$ cat config.mk
export PLATFORM = sky130hd
export DESIGN_NAME = uvs_ctrl
export DESIGN_NICKNAME = d
export VERILOG_FILES = /design/src/hw/rtl/uvs_pkg.sv /design/src/hw/rtl/uvs_ctrl.sv
export SDC_FILE = /design/constraint.sdc
export NUM_CORES = 1
export LEC_CHECK = 0
export CORE_UTILIZATION = 53
export DETAILED_ROUTE_END_ITERATION = 6
export DONT_BUFFER_PORTS = 1
export PLACE_DENSITY = 0.73
export SYNTH_ARGS = -nofsm -noshare
export SYNTH_HDL_FRONTEND = slang
export SYNTH_SLANG_ARGS = --single-unit
$ cat constraint.sdc
create_clock -name i_clk -period 3.35 [get_ports i_clk]
set_input_delay 0.67 -clock i_clk [delete_from_list [all_inputs] [get_ports i_clk]]
set_output_delay 0.67 -clock i_clk [all_outputs]
set_load 0.01 [all_outputs]
$ cat src/hw/rtl/uvs_pkg.sv
// ============================================================================
// UV sphere vertex generator package
// Shared constants, control types and the CORDIC arctangent table.
// ============================================================================
`default_nettype none

package uvs_pkg;

    localparam int COORD_WIDTH  = 16;
    localparam int CORDIC_STEPS = 16;
    localparam int COUNT_WIDTH  = 8;

    // Quotients carry one integer bit and 17 fraction bits of i/count.
    localparam int DIV_STEPS = 18;
    localparam int QW        = DIV_STEPS;
    localparam int REM_W     = COUNT_WIDTH + 1;
    localparam int CNT_W     = 5;
    localparam int XW        = 34;
    localparam int PW        = 2 * XW;
    localparam int RND_SHIFT = 60 - (COORD_WIDTH - 1);

    localparam logic signed [XW-1:0] GAIN_Q30 = XW'(652032875);
    localparam logic signed [XW-1:0] ONE_Q30  = XW'(1) <<< 30;

    typedef enum logic [5:0] {
        S_IDLE   = 6'b000001,
        S_DIV    = 6'b000010,
        S_INIT   = 6'b000100,
        S_CORDIC = 6'b001000,
        S_MUL    = 6'b010000,
        S_FIN    = 6'b100000
    } t_state;

    typedef enum logic [1:0] {
        C_X = 2'd0,
        C_Y = 2'd1,
        C_Z = 2'd2
    } t_coord;

    typedef struct packed {
        logic             start;
        logic             div_step;
        logic             cordic_init;
        logic             cordic_step;
        logic [CNT_W-1:0] step_idx;
        logic             mul;
        t_coord           mul_sel;
        logic             rnd;
        t_coord           rnd_sel;
        logic             load_out;
    } t_cmd;

    // Arctangent of 2^-k in units of 2^-32 turn.
    function automatic logic [31:0] f_atan(input logic [CNT_W-1:0] k);
        logic [31:0] v;
        case (k)
            5'd0:  v = 32'h20000000;
            5'd1:  v = 32'h12E4051E;
            5'd2:  v = 32'h09FB385B;
            5'd3:  v = 32'h051111D4;
            5'd4:  v = 32'h028B0D43;
            5'd5:  v = 32'h0145D7E1;
            5'd6:  v = 32'h00A2F61E;
            5'd7:  v = 32'h00517C55;
            5'd8:  v = 32'h0028BE53;
            5'd9:  v = 32'h00145F2F;
            5'd10: v = 32'h000A2F98;
            5'd11: v = 32'h000517CC;
            5'd12: v = 32'h00028BE6;
            5'd13: v = 32'h000145F3;
            5'd14: v = 32'h0000A2FA;
            5'd15: v = 32'h0000517D;
            5'd16: v = 32'h000028BE;
            5'd17: v = 32'h0000145F;
            5'd18: v = 32'h00000A30;
            5'd19: v = 32'h00000518;
            5'd20: v = 32'h0000028C;
            5'd21: v = 32'h00000146;
            5'd22: v = 32'h000000A3;
            5'd23: v = 32'h00000051;
            5'd24: v = 32'h00000029;
            5'd25: v = 32'h00000014;
            5'd26: v = 32'h0000000A;
            5'd27: v = 32'h00000005;
            5'd28: v = 32'h00000003;
            5'd29: v = 32'h00000001;
            default: v = 32'h00000000;
        endcase
        return v;
    endfunction

endpackage

`default_nettype wire

$ cat src/hw/rtl/uvs_ctrl.sv
// ============================================================================
// UV sphere vertex generator controller
// Sequences division, CORDIC and multiply phases and owns output valid.
// ============================================================================
`default_nettype none

module uvs_ctrl (
    input  wire logic        i_clk,
    input  wire logic        i_rst_n,
    input  wire logic        i_in_valid,
    output logic             o_in_ready,
    output logic             o_out_valid,
    input  wire logic        i_out_ready,
    output uvs_pkg::t_cmd    o_cmd
);
    import uvs_pkg::*;

    t_state           r_state, n_state;
    logic [CNT_W-1:0] r_cnt, n_cnt;
    logic             r_ovalid, n_ovalid;
    logic             w_out_free;

    assign o_in_ready  = (r_state == S_IDLE);
    assign o_out_valid = r_ovalid;
    assign w_out_free  = !r_ovalid || i_out_ready;

    always_comb begin
        n_state  = r_state;
        n_cnt    = r_cnt;
        n_ovalid = r_ovalid && !i_out_ready;
        o_cmd    = '0;
        o_cmd.step_idx = r_cnt;
        case (r_state)
            S_IDLE: begin
                if (i_in_valid) begin
                    o_cmd.start = 1'b1;
                    n_state = S_DIV;
                    n_cnt   = '0;
                end
            end
            S_DIV: begin
                o_cmd.div_step = 1'b1;
                n_cnt = r_cnt + 1'b1;
                if (r_cnt == CNT_W'(DIV_STEPS - 1)) begin
                    n_state = S_INIT;
                end
            end
            S_INIT: begin
                o_cmd.cordic_init = 1'b1;
                n_state = S_CORDIC;
                n_cnt   = '0;
            end
            S_CORDIC: begin
                o_cmd.cordic_step = 1'b1;
                n_cnt = r_cnt + 1'b1;
                if (r_cnt == CNT_W'(CORDIC_STEPS - 1)) begin
                    n_state = S_MUL;
                    n_cnt   = '0;
                end
            end
            S_MUL: begin
                o_cmd.mul     = 1'b1;
                o_cmd.mul_sel = t_coord'(r_cnt[1:0]);
                if (r_cnt != '0) begin
                    o_cmd.rnd     = 1'b1;
                    o_cmd.rnd_sel = t_coord'(r_cnt[1:0] - 2'd1);
                end
                n_cnt = r_cnt + 1'b1;
                if (r_cnt == CNT_W'(2)) begin
                    n_state = S_FIN;
                end
            end
            S_FIN: begin
                // Last rounding lands in the result registers; output is loaded once the output register is free.
                if (r_cnt == CNT_W'(3)) begin
                    o_cmd.rnd     = 1'b1;
                    o_cmd.rnd_sel = C_Z;
                    n_cnt = r_cnt + 1'b1;
                end else if (w_out_free) begin
                    o_cmd.load_out = 1'b1;
                    n_ovalid = 1'b1;
                    n_state  = S_IDLE;
                end
            end
            default: begin
                n_state = S_IDLE;
            end
        endcase
    end

    always_ff @(posedge i_clk) begin
        if (!i_rst_n) begin
            r_state  <= S_IDLE;
            r_cnt    <= '0;
            r_ovalid <= 1'b0;
        end else begin
            r_state  <= n_state;
            r_cnt    <= n_cnt;
            r_ovalid <= n_ovalid;
        end
    end

    a_start_div: assert property (@(posedge i_clk) disable iff (!i_rst_n)
        (i_in_valid && o_in_ready) |=> (r_state == S_DIV))
        else $error("accepted transaction did not start division");
    a_load_sets_valid: assert property (@(posedge i_clk) disable iff (!i_rst_n)
        o_cmd.load_out |=> r_ovalid)
        else $error("output load did not raise valid");
    a_no_overwrite: assert property (@(posedge i_clk) disable iff (!i_rst_n)
        o_cmd.load_out |-> w_out_free)
        else $error("output overwritten while still pending");
    a_div_count: assert property (@(posedge i_clk) disable iff (!i_rst_n)
        (r_state == S_DIV) |-> (r_cnt < CNT_W'(DIV_STEPS)))
        else $error("division step count out of range");

endmodule

`default_nettype wire

==> metrics.md, run 1 <==
| Metric | Value |
|---|---|
| Result of the run | completed |
| Buffers inserted during post-CTS setup optimization | 0 |
| Final Critical Period | 2.59 ns |
| Unrepaired setup endpoints after global routing | no |
| Global-route wire length before repair | 3190 µm |
| Worst endpoint required time | between 2 and 3 ns |
| Worst-path fanout max | 7 |
| Count of fill cells added during filler insertion | 139 |
| Worst reg-to-reg path cell count | 6 |
| Iter 0 DRT Violations | 35 |
| Total die area | 1810 µm² |
| Headroom to the max-slew limit | 52.8% |
| Peak supply drop | 0.251 mV |
| Vias per cell | 6.37 |
| Overall routed net length | 1960 µm |
| Worst setup path class | reg2out |
| Worst-case clock buffer depth | 2 |
| Clock network fraction of design power | between 20% and 30% |
| Net switching power | around 160 µW |
| Synthesis warning total | 0 |
| Worst Max-Slew Pin Slew | 0.699 ns |
| Global routing usage on met3 | 5.17% |
| Hold bufs inserted after CTS | 0 |
| Global placement routability congestion | ~0.82 |
| Count of endpoints failing setup in the final report | 0 |
| Portion of total power attributed to sequential cells | around 40% |
| Max-slew violation total from the final report | 0 |
| Clock Sinks | 12 |
| Post-Synthesis Cell Area | 872 µm² |
| Initial Util | around 57% |
| Post-synthesis average cell area | between 7 and 8 µm² |
| Synth Register Bits | 12 |
| Maximum number of pins on one net before global-route repair | 20 |
| Post-synthesis to final-layout area growth | 3.44% |
| Reported max-cap violation count | 0 |
| DRC Markers | 0 |
| Number of synthesized flops with an enable pin | 0 |
| F_max | 387 MHz |
| Type of element launching the critical path | flip-flop |
| Final clock period utilization by the worst path | 77.2% |
| Vias | 802 |
| Cells resized by post-CTS repair | 0 |
| Post-detailed-route count of antenna-violating nets | 0 |
| Top library cells by usage in the layout, fill and taps aside | sky130_fd_sc_hd__nand2_1, sky130_fd_sc_hd__dfxtp_1, sky130_fd_sc_hd__nand3_1, sky130_fd_sc_hd__inv_1 |
| Leak Pwr | 0.380 nW |
| Die outline height | 42.6 µm |
| Total power | between 400 and 500 µW |
| Total number of nets in the final design | 121 |
| Power per standard cell area | approximately 480 nW/µm² |
| Fraction of power consumed by combinational cells | 31.7% |
| Final Hold Violating Endpoints | 0 |
| Floorplan row count | 14 |
| Flip-flop cell with the highest count after synthesis | sky130_fd_sc_hd__dfxtp_1 |
| Vias in the first global route | 696 |
| Sequential share of the synthesized area | between 20% and 30% |
| Clock network latency to the later pin of the worst-skew pair | 0.28 ns |
| Root cell of the clock tree | sky130_fd_sc_hd__clkbuf_4 |
| Type of destination of the critical path | primary output |
| CTS tree | built |
| Total routing resource utilization after global routing | approximately 23% |
| H-tree levels | 1 |
| Switch share | 36.7% |
| Class of the tightest hold or removal check | in2reg |
| Share of cells above drive strength 1 | 5.45% |
| GRT Max-Usage Layer | met2 |
| Share of synthesized flip-flops with an asynchronous set or reset | 0% |
| CTS clock-pin slew for the worst setup and hold paths | 0.08 ns |
| Data arrival time of the critical path | 1.92 ns |
| Hold Path Stages | 1 |
| Routed length per placed instance | 15.6 µm |
| Residual overflow from global routing | 0 |
| Met2 usage | 36.0% |
| Total CTS buffers | 3 |
| Final sum of negative setup slack | 0 ns |
| Cells after Synth | 111 |
| Internal power | 272 µW |
| Drt first pass iters | 4 |
| Number of placed I/O pins | 22 |
| Chip Width | 42.6 µm |
| Clock tree skew after final layout | 0.00635 ns |
| Standard cell core area | 1520 µm² |
| Mapped Nets | 121 |
| Quantity of I/O buffers inserted on ports | 0 |
| Antenna Diode Count | 0 |
| Number of antenna violations at the first check in global routing | 0 |
| DP Wirelength | 1460 µm |
| Number of distinct library cells after synthesis | 33 |
| Most frequent standard cell in the layout excluding fill and tap cells | sky130_fd_sc_hd__nand2_1 |
| Met1 global-route usage | a little under a third |
-- state kept, by name, summed over array words and instances (netlist names) --
signal,flops
o_out_valid,1
r_state,6
r_cnt,5
-- cell families (layout without fill, tap and decap cells) --
kind of cell	count (synthesis)	after routing	synth area share, %
buffers and inverters	13	12	6.46
adder cells (fa/ha/maj)	6	6	8.61
XOR/XNOR	2	2	2.01
AO/OA/AOI/OAI	17	17	14.3
AND/OR/NAND/NOR	58	58	37.6
multiplexers	3	3	3.44
flip-flops	12	12	27.5
-- path summary, 6_finish.rpt --
path / startpoint / to / slack (ns)
worst min register to register: r_cnt[1] / r_cnt[1] / 0.59
worst min-delay path: i_rst_n / r_state[0] / 0.49
worst max-delay path: r_cnt[0] / o_cmd[2] / 0.76
worst max register to register: r_cnt[0] / r_cnt[1] / 1.23
-- worst max-delay path, cell delays in order (launching register included) --
cell	delay (ns)
sky130_fd_sc_hd__dfxtp_1	0.50
sky130_fd_sc_hd__ha_1	0.27
sky130_fd_sc_hd__nor4b_1	0.44
sky130_fd_sc_hd__nand3_1	0.21
sky130_fd_sc_hd__o21ai_0	0.23
-- metal layers --
layer  wire length, µm  up-vias  part of all wire (%)
li1                  -      395                     -
met1               913      377                    47
met2               898       26                    46
met3               126        4                   6.4
met4                23        0                   1.2
met5                 0        -                     0
-- cell usage after synthesis (2+ instances only) --
library cell / instances / area (µm²)
sky130_fd_sc_hd__nand2_1: 14 / 52.6
sky130_fd_sc_hd__xor2_1: 2 / 17.5
sky130_fd_sc_hd__nor4_1: 3 / 18.8
sky130_fd_sc_hd__o311ai_0: 2 / 17.5
sky130_fd_sc_hd__o211ai_1: 4 / 30.0
sky130_fd_sc_hd__a41oi_1: 2 / 17.5
sky130_fd_sc_hd__nand3_1: 8 / 40.0
sky130_fd_sc_hd__nand4_1: 2 / 12.5
sky130_fd_sc_hd__o21ai_0: 3 / 15.0
sky130_fd_sc_hd__nor2_1: 7 / 26.3
sky130_fd_sc_hd__clkbuf_1: 4 / 15.0
sky130_fd_sc_hd__and2_1: 3 / 18.8
sky130_fd_sc_hd__dfxtp_1: 12 / 240
sky130_fd_sc_hd__nor3_1: 3 / 15.0
sky130_fd_sc_hd__nand3b_1: 2 / 15.0
sky130_fd_sc_hd__mux2i_1: 3 / 30.0
sky130_fd_sc_hd__inv_1: 8 / 30.0
sky130_fd_sc_hd__ha_1: 6 / 75.1
sky130_fd_sc_hd__a21boi_0: 2 / 15.0
sky130_fd_sc_hd__a21oi_1: 2 / 10.0
sky130_fd_sc_hd__nor2b_1: 7 / 43.8
-- metrics by stage --
stage	hold WS [ns]	utilization [%]	setup slack (ns)	std cells	instance area, µm²
3_3_place_gp	0.565	56.8	1.21	122	866
6_report	0.492	59.2	0.764	126	902
5_1_grt	0.502	59.2	0.534	126	902
4_1_cts	0.484	59.2	0.789	126	902
3_5_place_dp	0.585	56.8	1.11	122	866
2_1_floorplan	0.538	-	1.30	111	872
-- layout make-up --
class,instances,area [µm²],share of cell area [%]
Tap cell,16,20.0,2.22
Clock buffer,4,36.3,4.02
Sequential cell,12,240,26.6
Inverter,8,30.0,3.33
Multi-Input combinational cell,86,576,63.8
-- power groups by stage --
stage                     clock, mW  combinational [mW]  sequential (mW)
after global routing          0.126               0.152            0.179
after floorplan                   0               0.135            0.165
after detailed placement          0               0.136            0.179
final                         0.117               0.137            0.176
after global placement            0               0.135            0.177
after CTS                     0.121               0.137            0.175
Note: power is estimated with default switching activity, not from simulation.
==> run 2, diff against run 1 <==
Clock period 3.35 ns to 2.4 ns, I/O delays scaled along.
==> run 2 against run 1 <==
Worst hold slack worse by 0.19 ns. Die area is the same. Combinational power grew 49%. Critical path type unchanged. Critical path depth up 1. Cell area rose by 0.55%.
==> metrics.md, run 2 (synthesis gave the netlist of run 1 again) <==
| Metric | Value |
|---|---|
| Leak Pwr | between 0.3 and 0.4 nW |
| Share of cells above drive strength 1 | ~7.3% |
| Clock network fraction of design power | around 22% |
| Post-detailed-route count of antenna-violating nets | 0 |
| CP Cell Sequence | nor3_1, nand3_1, inv_1, nand2_1, o21ai_1 |
| Portion of total power attributed to sequential cells | 42.8% |
| Power per standard cell area | approximately 630 nW/µm² |
| Standard cell core area | 1520 µm² |
| CTS tree | built |
| Number of placed I/O pins | 22 |
| Final clock period utilization by the worst path | 92.1% |
| Residual overflow from global routing | 0 |
| Iter 0 DRT Violations | 26 |
| Antenna Diode Count | 0 |
| Unrepaired setup endpoints after global routing | no |
| DP Wirelength | 1410 µm |
| Headroom to the max-slew limit | between 40% and 50% |
| Net switching power | approximately 220 µW |
| Number of antenna violations at the first check in global routing | 0 |
| Overall routed net length | 1830 µm |
| Initial Util | a little under three fifths |
| Count of endpoints failing setup in the final report | 0 |
| Final Critical Period | 2.21 ns |
| Biggest cell delay along the critical path | 0.35 ns |
| Total area of sequential cells | between 200 and 250 µm² |
| Root cell of the clock tree | sky130_fd_sc_hd__clkbuf_4 |
| Post-layout instance count excluding filler cells | 126 |
| Worst Max-Slew Pin Slew | 0.789 ns |
| Final Core Density | 59.5% |
| Area of all placed cells without fillers | 907 µm² |
| Vias in the first global route | 675 |
| Type of element launching the critical path | flip-flop |
| Clock network latency to the later pin of the worst-skew pair | 0.27 ns |
| Vias per cell | approximately 6.4 |
| Result of the run | completed |
| Hold bufs inserted after CTS | 0 |
| Fraction of power consumed by combinational cells | approximately 36% |
| Worst setup path class | reg2out |
| Total die area | about 1800 µm² |
| Number of placed instances with taps included | 123 |
| Placed standard-cell area | 873 µm² |
| Global placement routability congestion | 0.789 |
| F_max | roughly 450 MHz |
| Post-synthesis to final-layout area growth | 4.02% |
| CTS clock-pin slew for the worst setup and hold paths | 0.08 ns |
| Max FFs per register | 6 |
| Worst-path fanout max | 6 |
| Class of the tightest hold or removal check | in2reg |
| Multi-input gate area | a little under 600 µm² |
| Routed length per placed instance | 14.5 µm |
| Vias | around 800 |
| Max-slew violation total from the final report | 0 |
| Total routing resource utilization after global routing | 22.0% |
| Internal power | 355 µW |
| Clock Sinks | 12 |
| Count of fill cells added during filler insertion | 152 |
| Data arrival time of the critical path | 1.73 ns |
| Final Hold Violating Endpoints | 0 |
| Register bank with the most flops | r_state |
| Quantity of I/O buffers inserted on ports | 0 |
| Chip Width | around 43 µm |
| DRC Markers | 0 |
| Final sum of negative setup slack | 0 ns |
| Total CTS buffers | 3 |
| Crit-path slowest cell | sky130_fd_sc_hd__dfxtp_1 |
| Total number of nets in the final design | 122 |
| Reported max-cap violation count | 0 |
| Drt first pass iters | 5 |
| Top library cells by usage in the layout, fill and taps aside | sky130_fd_sc_hd__nand2_1, sky130_fd_sc_hd__dfxtp_1, sky130_fd_sc_hd__nand3_1, sky130_fd_sc_hd__inv_1 |
| Global-route wire length before repair | 3040 µm |
| Clock tree skew after final layout | 0.00743 ns |
| Switch share | 38.1% |
| Worst-case clock buffer depth | 2 |
| Floorplan row count | 14 |
| H-tree levels | 1 |
| Peak supply drop | 0.407 mV |
| Worst endpoint required time | 1.92 ns |
| Maximum number of pins on one net before global-route repair | 20 |
| Die outline height | 42.6 µm |
| Most frequent standard cell in the layout excluding fill and tap cells | sky130_fd_sc_hd__nand2_1 |
| Type of destination of the critical path | primary output |
==> run 2: final cells by class <==
cell class	count	area share [%]
Sequential cell	12	26.5
Clock buffer	3	2.48
Inverter	8	3.31
Multi-Input combinational cell	86	64.7
Timing Repair Buffer	1	0.828
Tap cell	16	2.21
==> run 2: power groups by stage <==
| stage | registers [mW] | logic, mW | clock network (mW) |
|---|---|---|---|
| final | 0.245 | 0.204 | 0.124 |
| after global routing | 0.250 | 0.226 | 0.132 |
| after global placement | 0.248 | 0.199 | 0 |
| after CTS | 0.244 | 0.201 | 0.126 |
| after detailed placement | 0.248 | 0.200 | 0 |
| after floorplan | 0.231 | 0.188 | 0 |
==> run 2: what timing repair did <==
action,4_1_cts,5_1_grt
setup endpoints to repair,0,3
setup buffers,0,0
gates resized for setup,0,3
==> run 2: final timing paths <==
check	start	end	slack, ns	cells past startpoint
max	r_state[2]	o_cmd[2]	0.19	5
min	i_rst_n	r_state[0]	0.30	1
max reg2reg	r_state[2]	r_cnt[2]	0.33	5
min reg2reg	r_cnt[1]	r_cnt[1]	0.59	2
==> run 2: metal layers <==
layer / GRT usage, % / wire length (µm) / vias up
li1: - / - / 397
met3: 6.03 / 122 / 4
met1: 28.2 / 867 / 374
met4: 9.38 / 39 / 0
met2: 34.5 / 804 / 29
met5: 0 / 0 / -
==> run 2: metrics by stage <==
step	power (mW)	setup WS (ns)	hold WS, ns
final	0.573	0.190	0.300
after global routing	0.608	0.0565	0.318
after CTS	0.571	0.0564	0.299
after detailed placement	0.448	0.317	0.581
after global placement	0.446	0.350	0.571
after floorplan	0.419	0.537	0.538
==> run 2: critical path, delay by kind of cell, from the launching register on <==
| family | cells | cell delay (ns) |
|---|---|---|
| simple gates | 3 | 0.63 |
| flops | 1 | 0.35 |
| buf+inv | 1 | 0.24 |
| compound gates | 1 | 0.23 |
